[src/hw/rtl/vaps_pkg.sv]
`default_nettype none

package vaps_pkg;

  localparam int ADDR_W      = 5;
  localparam int DATA_W      = 32;
  localparam int GAIN_W      = 20;
  localparam int FRAC_W      = 15;
  localparam int ANGLE_W     = 16;
  localparam int TURN_W      = 16;
  localparam int REG_IDX_W   = ADDR_W - 2;

  // shared multiplier b operand: unsigned gain plus a sign bit
  localparam int MUL_B_W     = GAIN_W + 1;

  localparam int EMA_SHIFT   = 8;
  localparam int EMA_ROUND   = 128;
  localparam int GAIN_SHIFT  = 16;

  localparam logic signed [MUL_B_W-1:0] EMA_NEW = MUL_B_W'(51);
  localparam logic signed [MUL_B_W-1:0] EMA_OLD = MUL_B_W'(205);

  // register indexes
  localparam logic [REG_IDX_W-1:0] REG_STEER_GAIN      = 3'd0;
  localparam logic [REG_IDX_W-1:0] REG_INTEGRAL_GAIN   = 3'd1;
  localparam logic [REG_IDX_W-1:0] REG_TURN_FLOOR      = 3'd2;
  localparam logic [REG_IDX_W-1:0] REG_TURN_LIMIT      = 3'd3;
  localparam logic [REG_IDX_W-1:0] REG_DEADBAND        = 3'd4;
  localparam logic [REG_IDX_W-1:0] REG_INTEGRAL_WINDOW = 3'd5;

  localparam logic [GAIN_W-1:0] RST_STEER_GAIN      = 20'd167772;
  localparam logic [GAIN_W-1:0] RST_INTEGRAL_GAIN   = 20'd10486;
  localparam logic [FRAC_W-1:0] RST_TURN_FLOOR      = 15'd2294;
  localparam logic [FRAC_W-1:0] RST_TURN_LIMIT      = 15'd9830;
  localparam logic [FRAC_W-1:0] RST_DEADBAND        = 15'd128;
  localparam logic [FRAC_W-1:0] RST_INTEGRAL_WINDOW = 15'd512;

  typedef struct packed {
    logic [GAIN_W-1:0] steer_gain;
    logic [GAIN_W-1:0] integral_gain;
    logic [FRAC_W-1:0] turn_floor;
    logic [FRAC_W-1:0] turn_limit;
    logic [FRAC_W-1:0] deadband;
    logic [FRAC_W-1:0] integral_window;
  } cfg_t;

  typedef enum logic [7:0] {
    S_IDLE  = 8'b0000_0001,
    S_EMA_A = 8'b0000_0010,
    S_EMA_B = 8'b0000_0100,
    S_EMA_C = 8'b0000_1000,
    S_INT   = 8'b0001_0000,
    S_MUL_I = 8'b0010_0000,
    S_SUM   = 8'b0100_0000,
    S_CLAMP = 8'b1000_0000
  } state_e;

endpackage

`default_nettype wire

[src/hw/rtl/vaps_regs.sv]
`default_nettype none

module vaps_regs (
  input  wire logic                         clk_i,
  input  wire logic                         rst_ni,
  input  wire logic                         psel,
  input  wire logic                         penable,
  input  wire logic                         pwrite,
  input  wire logic [vaps_pkg::ADDR_W-1:0]  paddr,
  input  wire logic [vaps_pkg::DATA_W-1:0]  pwdata,
  output logic      [vaps_pkg::DATA_W-1:0]  prdata,
  output logic                              pready,
  output vaps_pkg::cfg_t                    cfg_o
);

  vaps_pkg::cfg_t                      cfg_q, cfg_d;
  logic [vaps_pkg::REG_IDX_W-1:0]      idx;
  logic                                wr_en;

  assign idx    = paddr[vaps_pkg::ADDR_W-1:2];
  assign wr_en  = psel & penable & pwrite;
  assign pready = 1'b1;
  assign cfg_o  = cfg_q;

  always_comb begin
    cfg_d = cfg_q;
    if (wr_en) begin
      unique case (idx)
        vaps_pkg::REG_STEER_GAIN:      cfg_d.steer_gain      = pwdata[vaps_pkg::GAIN_W-1:0];
        vaps_pkg::REG_INTEGRAL_GAIN:   cfg_d.integral_gain   = pwdata[vaps_pkg::GAIN_W-1:0];
        vaps_pkg::REG_TURN_FLOOR:      cfg_d.turn_floor      = pwdata[vaps_pkg::FRAC_W-1:0];
        vaps_pkg::REG_TURN_LIMIT:      cfg_d.turn_limit      = pwdata[vaps_pkg::FRAC_W-1:0];
        vaps_pkg::REG_DEADBAND:        cfg_d.deadband        = pwdata[vaps_pkg::FRAC_W-1:0];
        vaps_pkg::REG_INTEGRAL_WINDOW: cfg_d.integral_window = pwdata[vaps_pkg::FRAC_W-1:0];
        default:                       cfg_d = cfg_q;
      endcase
    end
  end

  always_comb begin
    unique case (idx)
      vaps_pkg::REG_STEER_GAIN:      prdata = vaps_pkg::DATA_W'(cfg_q.steer_gain);
      vaps_pkg::REG_INTEGRAL_GAIN:   prdata = vaps_pkg::DATA_W'(cfg_q.integral_gain);
      vaps_pkg::REG_TURN_FLOOR:      prdata = vaps_pkg::DATA_W'(cfg_q.turn_floor);
      vaps_pkg::REG_TURN_LIMIT:      prdata = vaps_pkg::DATA_W'(cfg_q.turn_limit);
      vaps_pkg::REG_DEADBAND:        prdata = vaps_pkg::DATA_W'(cfg_q.deadband);
      vaps_pkg::REG_INTEGRAL_WINDOW: prdata = vaps_pkg::DATA_W'(cfg_q.integral_window);
      default:                       prdata = '0;
    endcase
  end

  always_ff @(posedge clk_i or negedge rst_ni) begin
    if (!rst_ni) begin
      cfg_q.steer_gain      <= vaps_pkg::RST_STEER_GAIN;
      cfg_q.integral_gain   <= vaps_pkg::RST_INTEGRAL_GAIN;
      cfg_q.turn_floor      <= vaps_pkg::RST_TURN_FLOOR;
      cfg_q.turn_limit      <= vaps_pkg::RST_TURN_LIMIT;
      cfg_q.deadband        <= vaps_pkg::RST_DEADBAND;
      cfg_q.integral_window <= vaps_pkg::RST_INTEGRAL_WINDOW;
    end else begin
      cfg_q <= cfg_d;
    end
  end

endmodule

`default_nettype wire

[src/hw/rtl/vaps_mul.sv]
`default_nettype none

module vaps_mul #(
  parameter int A_W = 40
) (
  input  wire logic                                    clk_i,
  input  wire logic signed [A_W-1:0]                   a_i,
  input  wire logic signed [vaps_pkg::MUL_B_W-1:0]     b_i,
  output logic signed      [A_W+vaps_pkg::MUL_B_W-1:0] prod_o
);

  logic signed [A_W+vaps_pkg::MUL_B_W-1:0] prod_q, prod_d;

  assign prod_d = (A_W+vaps_pkg::MUL_B_W)'(a_i) * (A_W+vaps_pkg::MUL_B_W)'(b_i);
  assign prod_o = prod_q;

  always_ff @(posedge clk_i) begin
    prod_q <= prod_d;
  end

endmodule

`default_nettype wire

[src/hw/rtl/vision_aim_pi_steering.sv]
`default_nettype none

// PI turn controller for vision aiming. Each request is one camera reading
// (target offset and target-valid bit) and yields exactly one turn command.
// A reading with a target is worked through a single shared signed
// multiplier that is used four times in turn (the two filter taps, the
// proportional gain and the integral gain), so it occupies the block from
// acceptance until the result register holds the command, and no further
// reading is taken before then, also while a full result register stalls it;
// a reading without a target produces a zero command in the next cycle.
// The next reading is taken as soon as the block is idle and the result
// register is empty or being drained in that cycle. The filtered offset and
// integral sum are cleared by reset and hold while no target is seen.
// Registers sit at byte addresses 0x00 steer_gain, 0x04 integral_gain,
// 0x08 turn_floor, 0x0C turn_limit, 0x10 deadband, 0x14 integral_window;
// write them only while no request is in flight.
module vision_aim_pi_steering #(
  parameter int OFFSET_WIDTH   = 16,
  parameter int INTEGRAL_WIDTH = 24
) (
  input  wire logic                                clk_i,
  input  wire logic                                rst_ni,
  input  wire logic                                psel,
  input  wire logic                                penable,
  input  wire logic                                pwrite,
  input  wire logic        [vaps_pkg::ADDR_W-1:0]  paddr,
  input  wire logic        [vaps_pkg::DATA_W-1:0]  pwdata,
  output logic             [vaps_pkg::DATA_W-1:0]  prdata,
  output logic                                     pready,
  input  wire logic                                in_valid_i,
  output logic                                     in_ready_o,
  input  wire logic signed [vaps_pkg::ANGLE_W-1:0] angle_offset_i,
  input  wire logic                                target_valid_i,
  output logic                                     out_valid_o,
  input  wire logic                                out_ready_i,
  output logic signed      [vaps_pkg::TURN_W-1:0]  turn_command_o,
  output logic                                     has_target_o
);

  localparam int MW0 = (OFFSET_WIDTH > INTEGRAL_WIDTH) ? OFFSET_WIDTH : INTEGRAL_WIDTH;
  localparam int MW  = (MW0 > vaps_pkg::ANGLE_W) ? MW0 : vaps_pkg::ANGLE_W;
  localparam int PW  = MW + vaps_pkg::MUL_B_W;
  localparam int AW  = PW + 1;

  localparam logic signed [AW-1:0] F_HI = AW'((64'sd1 <<< (OFFSET_WIDTH - 1)) - 64'sd1);
  localparam logic signed [AW-1:0] F_LO = ~F_HI;
  localparam logic signed [AW-1:0] I_HI = AW'((64'sd1 <<< (INTEGRAL_WIDTH - 1)) - 64'sd1);
  localparam logic signed [AW-1:0] I_LO = ~I_HI;

  vaps_pkg::cfg_t cfg;

  vaps_regs u_regs (
    .clk_i   (clk_i),
    .rst_ni  (rst_ni),
    .psel    (psel),
    .penable (penable),
    .pwrite  (pwrite),
    .paddr   (paddr),
    .pwdata  (pwdata),
    .prdata  (prdata),
    .pready  (pready),
    .cfg_o   (cfg)
  );

  vaps_pkg::state_e                        state_q, state_d;
  logic                                    out_valid_q, out_valid_d;
  logic signed [OFFSET_WIDTH-1:0]          filt_q, filt_d;
  logic signed [INTEGRAL_WIDTH-1:0]        integ_q, integ_d;
  logic signed [vaps_pkg::ANGLE_W-1:0]     x_q, x_d;
  logic signed [AW-1:0]                    acc_q, acc_d;
  logic signed [AW-1:0]                    cmd_q, cmd_d;
  logic signed [vaps_pkg::TURN_W-1:0]      turn_q, turn_d;
  logic                                    has_q, has_d;
  logic                                    active_q, active_d;
  logic                                    pos_q, pos_d;

  logic signed [MW-1:0]                    mul_a;
  logic signed [vaps_pkg::MUL_B_W-1:0]     mul_b;
  logic signed [PW-1:0]                    prod;

  logic                                    in_fire, out_room, load_out;
  logic signed [AW-1:0] ema_sum, ema_sh, f_ext, f_mag, int_sum;
  logic signed [AW-1:0] db_ext, win_ext, min_ext, lim_ext, p_sh;

  vaps_mul #(
    .A_W (MW)
  ) u_mul (
    .clk_i  (clk_i),
    .a_i    (mul_a),
    .b_i    (mul_b),
    .prod_o (prod)
  );

  assign out_room   = !out_valid_q || out_ready_i;
  assign in_ready_o = (state_q == vaps_pkg::S_IDLE) && out_room;
  assign in_fire    = in_valid_i && in_ready_o;

  assign out_valid_o    = out_valid_q;
  assign turn_command_o = turn_q;
  assign has_target_o   = has_q;

  assign db_ext  = AW'($signed({1'b0, cfg.deadband}));
  assign win_ext = AW'($signed({1'b0, cfg.integral_window}));
  assign min_ext = AW'($signed({1'b0, cfg.turn_floor}));
  assign lim_ext = AW'($signed({1'b0, cfg.turn_limit}));

  assign ema_sum = acc_q + AW'(prod) + AW'(vaps_pkg::EMA_ROUND);
  assign ema_sh  = ema_sum >>> vaps_pkg::EMA_SHIFT;
  assign f_ext   = AW'(filt_q);
  assign f_mag   = f_ext[AW-1] ? -f_ext : f_ext;
  assign int_sum = AW'(integ_q) + f_ext;
  assign p_sh    = AW'(prod) >>> vaps_pkg::GAIN_SHIFT;

  // multiplier operand select
  always_comb begin
    unique case (state_q)
      vaps_pkg::S_EMA_A: begin
        mul_a = MW'(x_q);
        mul_b = vaps_pkg::EMA_NEW;
      end
      vaps_pkg::S_EMA_B: begin
        mul_a = MW'(filt_q);
        mul_b = vaps_pkg::EMA_OLD;
      end
      vaps_pkg::S_MUL_I: begin
        mul_a = MW'(integ_q);
        mul_b = $signed({1'b0, cfg.integral_gain});
      end
      default: begin
        mul_a = MW'(filt_q);
        mul_b = $signed({1'b0, cfg.steer_gain});
      end
    endcase
  end

  always_comb begin
    state_d  = state_q;
    filt_d   = filt_q;
    integ_d  = integ_q;
    x_d      = x_q;
    acc_d    = acc_q;
    cmd_d    = cmd_q;
    turn_d   = turn_q;
    has_d    = has_q;
    active_d = active_q;
    pos_d    = pos_q;
    load_out = 1'b0;

    unique case (state_q)
      vaps_pkg::S_IDLE: begin
        if (in_fire) begin
          x_d = angle_offset_i;
          if (target_valid_i) begin
            state_d = vaps_pkg::S_EMA_A;
          end else begin
            load_out = 1'b1;
            turn_d   = '0;
            has_d    = 1'b0;
          end
        end
      end
      vaps_pkg::S_EMA_A: begin
        state_d = vaps_pkg::S_EMA_B;
      end
      vaps_pkg::S_EMA_B: begin
        acc_d   = AW'(prod);
        state_d = vaps_pkg::S_EMA_C;
      end
      vaps_pkg::S_EMA_C: begin
        if (ema_sh > F_HI) begin
          filt_d = OFFSET_WIDTH'(F_HI);
        end else if (ema_sh < F_LO) begin
          filt_d = OFFSET_WIDTH'(F_LO);
        end else begin
          filt_d = OFFSET_WIDTH'(ema_sh);
        end
        state_d = vaps_pkg::S_INT;
      end
      vaps_pkg::S_INT: begin
        // outside the outer window or inside the deadband the integral resets
        if (f_mag > win_ext || f_mag < db_ext) begin
          integ_d = '0;
        end else if (int_sum > I_HI) begin
          integ_d = INTEGRAL_WIDTH'(I_HI);
        end else if (int_sum < I_LO) begin
          integ_d = INTEGRAL_WIDTH'(I_LO);
        end else begin
          integ_d = INTEGRAL_WIDTH'(int_sum);
        end
        active_d = f_mag > db_ext;
        pos_d    = !f_ext[AW-1];
        state_d  = vaps_pkg::S_MUL_I;
      end
      vaps_pkg::S_MUL_I: begin
        acc_d   = p_sh;
        state_d = vaps_pkg::S_SUM;
      end
      vaps_pkg::S_SUM: begin
        if (active_q) begin
          cmd_d = acc_q + p_sh + (pos_q ? min_ext : -min_ext);
        end else begin
          cmd_d = '0;
        end
        state_d = vaps_pkg::S_CLAMP;
      end
      vaps_pkg::S_CLAMP: begin
        if (out_room) begin
          load_out = 1'b1;
          has_d    = 1'b1;
          if (cmd_q > lim_ext) begin
            turn_d = vaps_pkg::TURN_W'(lim_ext);
          end else if (cmd_q < -lim_ext) begin
            turn_d = vaps_pkg::TURN_W'(-lim_ext);
          end else begin
            turn_d = vaps_pkg::TURN_W'(cmd_q);
          end
          state_d = vaps_pkg::S_IDLE;
        end
      end
      default: begin
        state_d = vaps_pkg::S_IDLE;
      end
    endcase
  end

  always_comb begin
    priority if (load_out) begin
      out_valid_d = 1'b1;
    end else if (out_ready_i) begin
      out_valid_d = 1'b0;
    end else begin
      out_valid_d = out_valid_q;
    end
  end

  always_ff @(posedge clk_i or negedge rst_ni) begin
    if (!rst_ni) begin
      state_q     <= vaps_pkg::S_IDLE;
      out_valid_q <= 1'b0;
      filt_q      <= '0;
      integ_q     <= '0;
    end else begin
      state_q     <= state_d;
      out_valid_q <= out_valid_d;
      filt_q      <= filt_d;
      integ_q     <= integ_d;
    end
  end

  always_ff @(posedge clk_i) begin
    x_q      <= x_d;
    acc_q    <= acc_d;
    cmd_q    <= cmd_d;
    turn_q   <= turn_d;
    has_q    <= has_d;
    active_q <= active_d;
    pos_q    <= pos_d;
  end

endmodule

`default_nettype wire

[config.mk]
export PLATFORM = sky130hd
export DESIGN_NAME = vision_aim_pi_steering
export DESIGN_NICKNAME = d
export VERILOG_FILES = /design/src/hw/rtl/vaps_pkg.sv /design/src/hw/rtl/vaps_regs.sv /design/src/hw/rtl/vaps_mul.sv /design/src/hw/rtl/vision_aim_pi_steering.sv
export SDC_FILE = /design/constraint.sdc
export NUM_CORES = 2
export LEC_CHECK = 0
export ABC_AREA = 1
export ABC_CLOCK_PERIOD_IN_PS = 10590
export BUFFER_PORTS_ARGS = -buffer_cell sky130_fd_sc_hd__buf_2
export CORE_UTILIZATION = 45
export CTS_CLUSTER_DIAMETER = 80
export DETAILED_ROUTE_END_ITERATION = 12
export HOLD_SLACK_MARGIN = 0.02
export SLEW_MARGIN = 20
export SYNTH_ARGS = -nofsm -noshare
export SYNTH_HDL_FRONTEND = slang
export SYNTH_SLANG_ARGS = --single-unit
export TNS_END_PERCENT = 1
[constraint.sdc]
create_clock -name clk_i -period 10.59 [get_ports clk_i]
set_input_delay 1.5885 -clock clk_i [delete_from_list [all_inputs] [get_ports clk_i]]
set_output_delay 1.5885 -clock clk_i [all_outputs]
set_load 0.05 [all_outputs]
Word-level counts from Yosys, hierarchy flattened
Index checks and enable logic that the tools add are counted.
Widths: inputs -> output; s select.
{"block": "totals", "output_inout_bits": 52, "word_cells": 105, "ff_bits": 321}
{"block": "classes", "n_reduce_logical": 19, "eq_ne": 17, "bitwise_logic": 2, "n_lt_le_gt_ge": 9, "muxes": 31, "add_sub_neg": 8, "multipliers": 1}
{"operator": "$gt 46x16->1", "n": 3}
{"operator": "$pmux 20 s6", "n": 1}
{"operator": "$mux 16", "n": 7}
{"operator": "$mux 46", "n": 2}
{"operator": "$neg 15->46", "n": 2}
{"operator": "$pmux 46 s2", "n": 1}
{"operator": "$mux 24", "n": 3}
{"operator": "$pmux 8 s8", "n": 1}
{"operator": "$pmux 20 s3", "n": 1}
{"operator": "$pmux 24 s2", "n": 1}
{"operator": "$add 46x29->46", "n": 1}
{"operator": "$add 46x45->46", "n": 1}
{"operator": "$add 46x46->46", "n": 1}
{"operator": "$add 46x9->46 const B", "n": 1}
{"operator": "$lt 46x16->1", "n": 1}
{"operator": "$lt 46x46->1", "n": 1}
{"operator": "$neg 16->46", "n": 1}
{"operator": "$mul 24x21->45", "n": 1}
{"operator": "$gt 38x16->1 const B", "n": 1}
{"operator": "$lt 38x16->1 const B", "n": 1}
{"operator": "$pmux 16 s2", "n": 1}
{"operator": "$add 24x16->25", "n": 1}
{"operator": "$gt 25x24->1 const B", "n": 1}
{"operator": "$lt 25x24->1 const B", "n": 1}
{"operator": "other kinds (24)", "n": 51}

Longest topological paths before layout
{"block": "depth", "word_depth": 7, "mapped_depth": 40}

By module
Synthesis repeated with hierarchy kept, for this count alone.
{"block": "hier_totals", "cells_unflattened": 6288, "hier_area_um2": 46148.0}
{"mod": "vaps_mul", "seq_area_each_um2": 900.9, "cells_each": 2783, "n_inst": 1, "area_each_um2": 21100.2}
{"mod": "vision_aim_pi_steering", "seq_area_each_um2": 5011.1, "cells_each": 2859, "n_inst": 1, "area_each_um2": 20070.5}
{"mod": "vaps_regs", "seq_area_each_um2": 2544.9, "cells_each": 646, "n_inst": 1, "area_each_um2": 4977.3}

Least setup slack after synthesis
OpenSTA, ideal clock, no wires.
{"block": "synth_timing", "kind": "reg-to-reg", "start": "reg state_q[3]", "end": "reg u_mul.prod_q (netlist bit u_mul.prod_o[42])", "required_time_ns": 10.518, "arrival_ns": 8.119, "slack_ns": 2.399, "synth_period_minus_slack_ns": 8.191, "stages_incl_launch_ff": 37, "path_buffers": 1, "path_cell_list": "dfrtp_1 > nor2_1 > clkinv_1 > nor2_1 > nand2_1 > inv_2 > nor2_2 > inv_1 > nor2_4 > nand2_1 > nand2_1 > inv_1 > clkbuf_1 > nor2_1 > fa_1 > inv_1 > fa_1 > inv_1 > fa_1 > inv_1 > fa_1 > inv_1 > fa_1 > fa_1 > inv_1 > fa_1 > inv_1 > ha_1 > nand2_1 > nor2_1 > inv_1 > nor4_1 > nand3_1 > nand3_1 > a21oi_1 > o21ai_0 > xor2_1"}
{"block": "synth_via", "elab_chain_len": 3}
{"element": "start, declared", "line_no": "vision_aim_pi_steering.sv:65", "source": "vaps_pkg::state_e state_q, state_d;"}
{"element": "start signal, assigned", "line_no": "vision_aim_pi_steering.sv:238", "source": "state_q <= vaps_pkg::S_IDLE;"}
{"element": "start signal, assigned", "line_no": "vision_aim_pi_steering.sv:243", "source": "state_q <= state_d;"}
{"element": "$eq 8x6->1 (tied with other cells)", "line_no": "vision_aim_pi_steering.sv:116", "source": "unique case (state_q)"}
{"element": "$pmux 20 s3 / $pmux 24 s2 (equally long branches)", "line_no": "vision_aim_pi_steering.sv:116"}
{"element": "$mul 24x21->45 (*)", "line_no": "vaps_mul.sv:14", "source": "assign prod_d = (A_W+vaps_pkg::MUL_B_W)'(a_i) * (A_W+vaps_pkg::MUL_B_W)'(b_i);"}
{"element": "named net u_mul.prod_d (one bit)", "line_no": "vaps_mul.sv:12", "source": "logic signed [A_W+vaps_pkg::MUL_B_W-1:0] prod_q, prod_d;"}
{"element": "end signal, assigned", "line_no": "vaps_mul.sv:18", "source": "prod_q <= prod_d;"}
{"element": "end, declared", "line_no": "vaps_mul.sv:12"}
Mark *: on every way through the listed nets, which the timed path passes. The rest lies on a longest branch.
A chain may end at the register's enable or synchronous reset.

Worst setup path in the final report
{"block": "layout_timing", "start": "reg state_q[0]", "end": "reg u_mul.prod_q (netlist bit u_mul.prod_o[32])"}
The elaborated chain is that of the path after synthesis.

==> key figures <==
Hold path
  – HP Class: reg2reg

Worst setup path
  – Data required, critical path: between 10000 and 15000 ps
  – Crit path max fanout: 21
  – Critical path's top delay family: adder cells
  – CP max stage cell: inv_1
  – Crit path DAT: 10070 ps
  – Startpoint types: flip-flop
  – Worst path bufs/invs: 11
  – Worst path most repeated cell: inv_1
  – CP endpoint kind: flip-flop
  – Max stage delay on crit path: 810 ps
  – Crit Path Class: reg2reg

Final layout
  – Area delta synth->final: 7.50%
  – Final Util: 0.489
  – N_diodes: 0
  – Final Cell Area: 0.0465 mm^2
  – Final net count: 6664
  – Share of cells above drive strength 1: 0.0583

Clock network
  – Root buf cell: clkbuf_16
  – Longest Clk Path Bufs: 3
  – Worst skew pair latency: 580 ps
  – CTS resizes: 0
  – Post-CTS Setup Bufs: 0
  – CTS tree: built
  – Hold_buf cts: 0
  – H-tree depth: 2
  – Clk sinks: 320
  – Cts bufs inserted: 39
  – Worst-path clk slew: 60 ps

Detailed routing
  – Detail Route Antenna Nets: 0
  – Vias/cell: 5.25
  – Drt wl/cell: 19.4 um
  – DR pass1 iterations: 6
  – Vias: about 37000
  – Drt drc: 0
  – DRT iter0 DRCs: 3014
  – Drt total wl: 135000 um

Logic synthesis
  – Most used DFF post-synth: edfxtp_1
  – Synth Area per Inst: 7.67 um^2
  – #FFs+latches synth: 320
  – Register area share after synthesis: 0.195
  – Gate Count Post-Synth: approximately 5600
  – Synthesized cell area: 0.0433 mm^2
  – Synth unique cells: 66
  – Number of synthesized flops with an enable pin: 126
  – Synth warn: 0
  – Ys async rst share: 0.466

Job
  – Max-cap violation count: 0

Pwr
  – PD cells: 348 mW/mm^2
  – Pleak: between 20 and 25 nW
  – Total power: 16.2 mW
  – Peak VDD IR: around 250 uV

Global routing
  – GRT Resource Usage Total: 0.280
  – Initial antenna violation count: 1
  – First-pass GRT wire length: 211000 um
  – Grt total ovfl: 0
  – Vias in the first global route: 36800
  – Largest net degree at the start of global routing: between 80 and 90

Place
  – Post-place instance area: 0.0452 mm^2
  – HPWL Detailed: 113000 um
  – Port Buf Inserts: 85
  – GP Congestion: roughly 1

STA
  – RSZ-0062 raised after global routing: no
  – Tcrit/Tclk final: 0.907
  – Slew Viols, Final: 0
  – Hold Violations, Final: 0
  – Setup violators final: 0
  – Worst-Margin Slew: roughly 1200 ps
  – Post-layout min period: 9600 ps
  – Setup TNS: 0 ps
  – Max_slew headroom: 0.203
  – Skew final: 28.2 ps
  – F_max: 104 MHz

Floorplan
  – Core area: around 0.095 mm^2
  – I/O Pins: 113
  – # rows: 113
  – Die height: 312 um
  – Starting Density: 0.455
  – Die outline width: 312 um
  – Die ar.: 0.0974 mm^2

Run status
  – Status: completed
[cells in the final DEF, fill, tap and decap left out, types with 7 or more instances in the layout]
cell	netlist	final
dfxtp_1	45	45
clkinv_1	6	10
nor2_2	19	19
clkbuf_16	0	39
dfrtp_1	114	114
o21ai_1	14	14
o22ai_1	25	25
nand3b_1	16	16
o21a_1	20	20
inv_1	1208	1207
a21oi_1	299	298
nor4_1	17	17
or2_2	9	9
a21o_1	7	7
nand2_1	1169	1168
nor3_1	56	53
o211ai_1	7	7
nor2_1	636	636
xnor2_1	41	41
o221ai_1	7	7
conb_1	2	13
inv_2	19	19
a31oi_1	35	35
nand3_1	138	138
edfxtp_1	126	126
fa_1	538	538
o21bai_1	14	14
nand2_2	6	7
ha_1	369	369
dfstp_2	35	35
xor2_1	86	86
buf_4	19	63
buf_2	49	84
nand4_1	44	44
o21ai_0	285	285
a22oi_1	19	17
[registers in the layout, summed over array words and instances (netlist names)]
signal and count:
u_regs.cfg_o 100, cmd_q 46, acc_q 45, u_mul.prod_o 45, integ_q 24, filt_q 16
turn_command_o 16, x_q 16, state_q 8, active_q 1, has_target_o 1, out_valid_o 1
pos_q 1
[worst reg2reg max path: cells and delay by family (launching register included)]
family	cells	cell delay, ps
AO/OA/AOI/OAI	3	690
XOR/XNOR	1	230
adder cells (fa/ha/maj)	8	4130
buffers and inverters	11	1910
flip-flops	1	520
AND/OR/NAND/NOR	14	1990
[worst paths after layout]
kind,startpoint,cells past startpoint,slack [ps],end
setup / recovery,state_q[0],37,990,u_mul.prod_o[32]
hold / removal,u_regs.cfg_o[25],2,490,u_regs.cfg_o[25]
setup reg to reg,state_q[0],37,990,u_mul.prod_o[32]
hold reg to reg,u_regs.cfg_o[25],2,490,u_regs.cfg_o[25]
max in group asynchronous,rst_ni,2,8150,filt_q[6]
min in group asynchronous,rst_ni,1,1070,u_regs.cfg_o[8]
[stage by stage]
stage	cells	hold slack [ps]	setup WS [ps]
after floorplan	5650	453	2400
after global placement	6920	466	1240
after detailed placement	6920	473	1160
after CTS	6992	488	1110
after global routing	6992	504	484
final	6992	487	985
[cells in the mapped netlist (9+ instances only)]
library cell  number  area [um^2]
nor2_1           636         2390
a31oi_1           35          219
nand3b_1          16          120
inv_2             19         71.3
o21bai_1          14          105
o21a_1            20          150
nor3_1            56          280
dfstp_2           35          920
buf_4             19          143
nor4_1            17          106
o21ai_1           14         70.1
o21ai_0          285         1430
a21oi_1          299         1500
dfxtp_1           45          901
nand2_1         1169         4390
buf_2             49          245
inv_1           1208         4530
a22oi_1           19          143
or2_2              9         56.3
nand4_1           44          275
nor2_2            19          119
nand3_1          138          691
o22ai_1           25          156
fa_1             538        10800
ha_1             369         4620
xnor2_1           41          359
edfxtp_1         126         3780
xor2_1            86          753
clkbuf_1          70          263
dfrtp_1          114         2850
[power breakdown]
part	total (mW)	switching [mW]	internal, mW
clock	1.42	0.592	0.826
combinational	12.8	8.41	4.37
sequential	2.01	0.324	1.69
total	16.2	9.33	6.88
[cell families after synthesis]
| family | Yosys count | share of synthesized area |
|---|---|---|
| simple gates | 2135 | 0.201 |
| compound gates | 772 | 0.0994 |
| buf+inv | 1376 | 0.123 |
| xor+xnor | 127 | 0.0257 |
| flops | 320 | 0.195 |
| fa+ha+maj | 907 | 0.356 |
| other cells | 2 | 0.000174 |
[layer usage]
layer | share of wire | global-route usage
met5 | 0.00011 | 0
met4 | 0.046 | 0.116
met3 | 0.063 | 0.0342
met2 | 0.46 | 0.460
met1 | 0.43 | 0.374
[area by class of cell]
cell class | count | area [um^2]
Timing Repair Buffer | 148 | 905
Sequential cell | 320 | 8460
Multi-Input combinational cell | 3954 | 29600
Fill cell | 9662 | 48600
Tap cell | 1265 | 1580
Clock buffer | 49 | 1060
Clock inverter | 23 | 289
Inverter | 1233 | 4630
(Power assumes the default switching activity.)
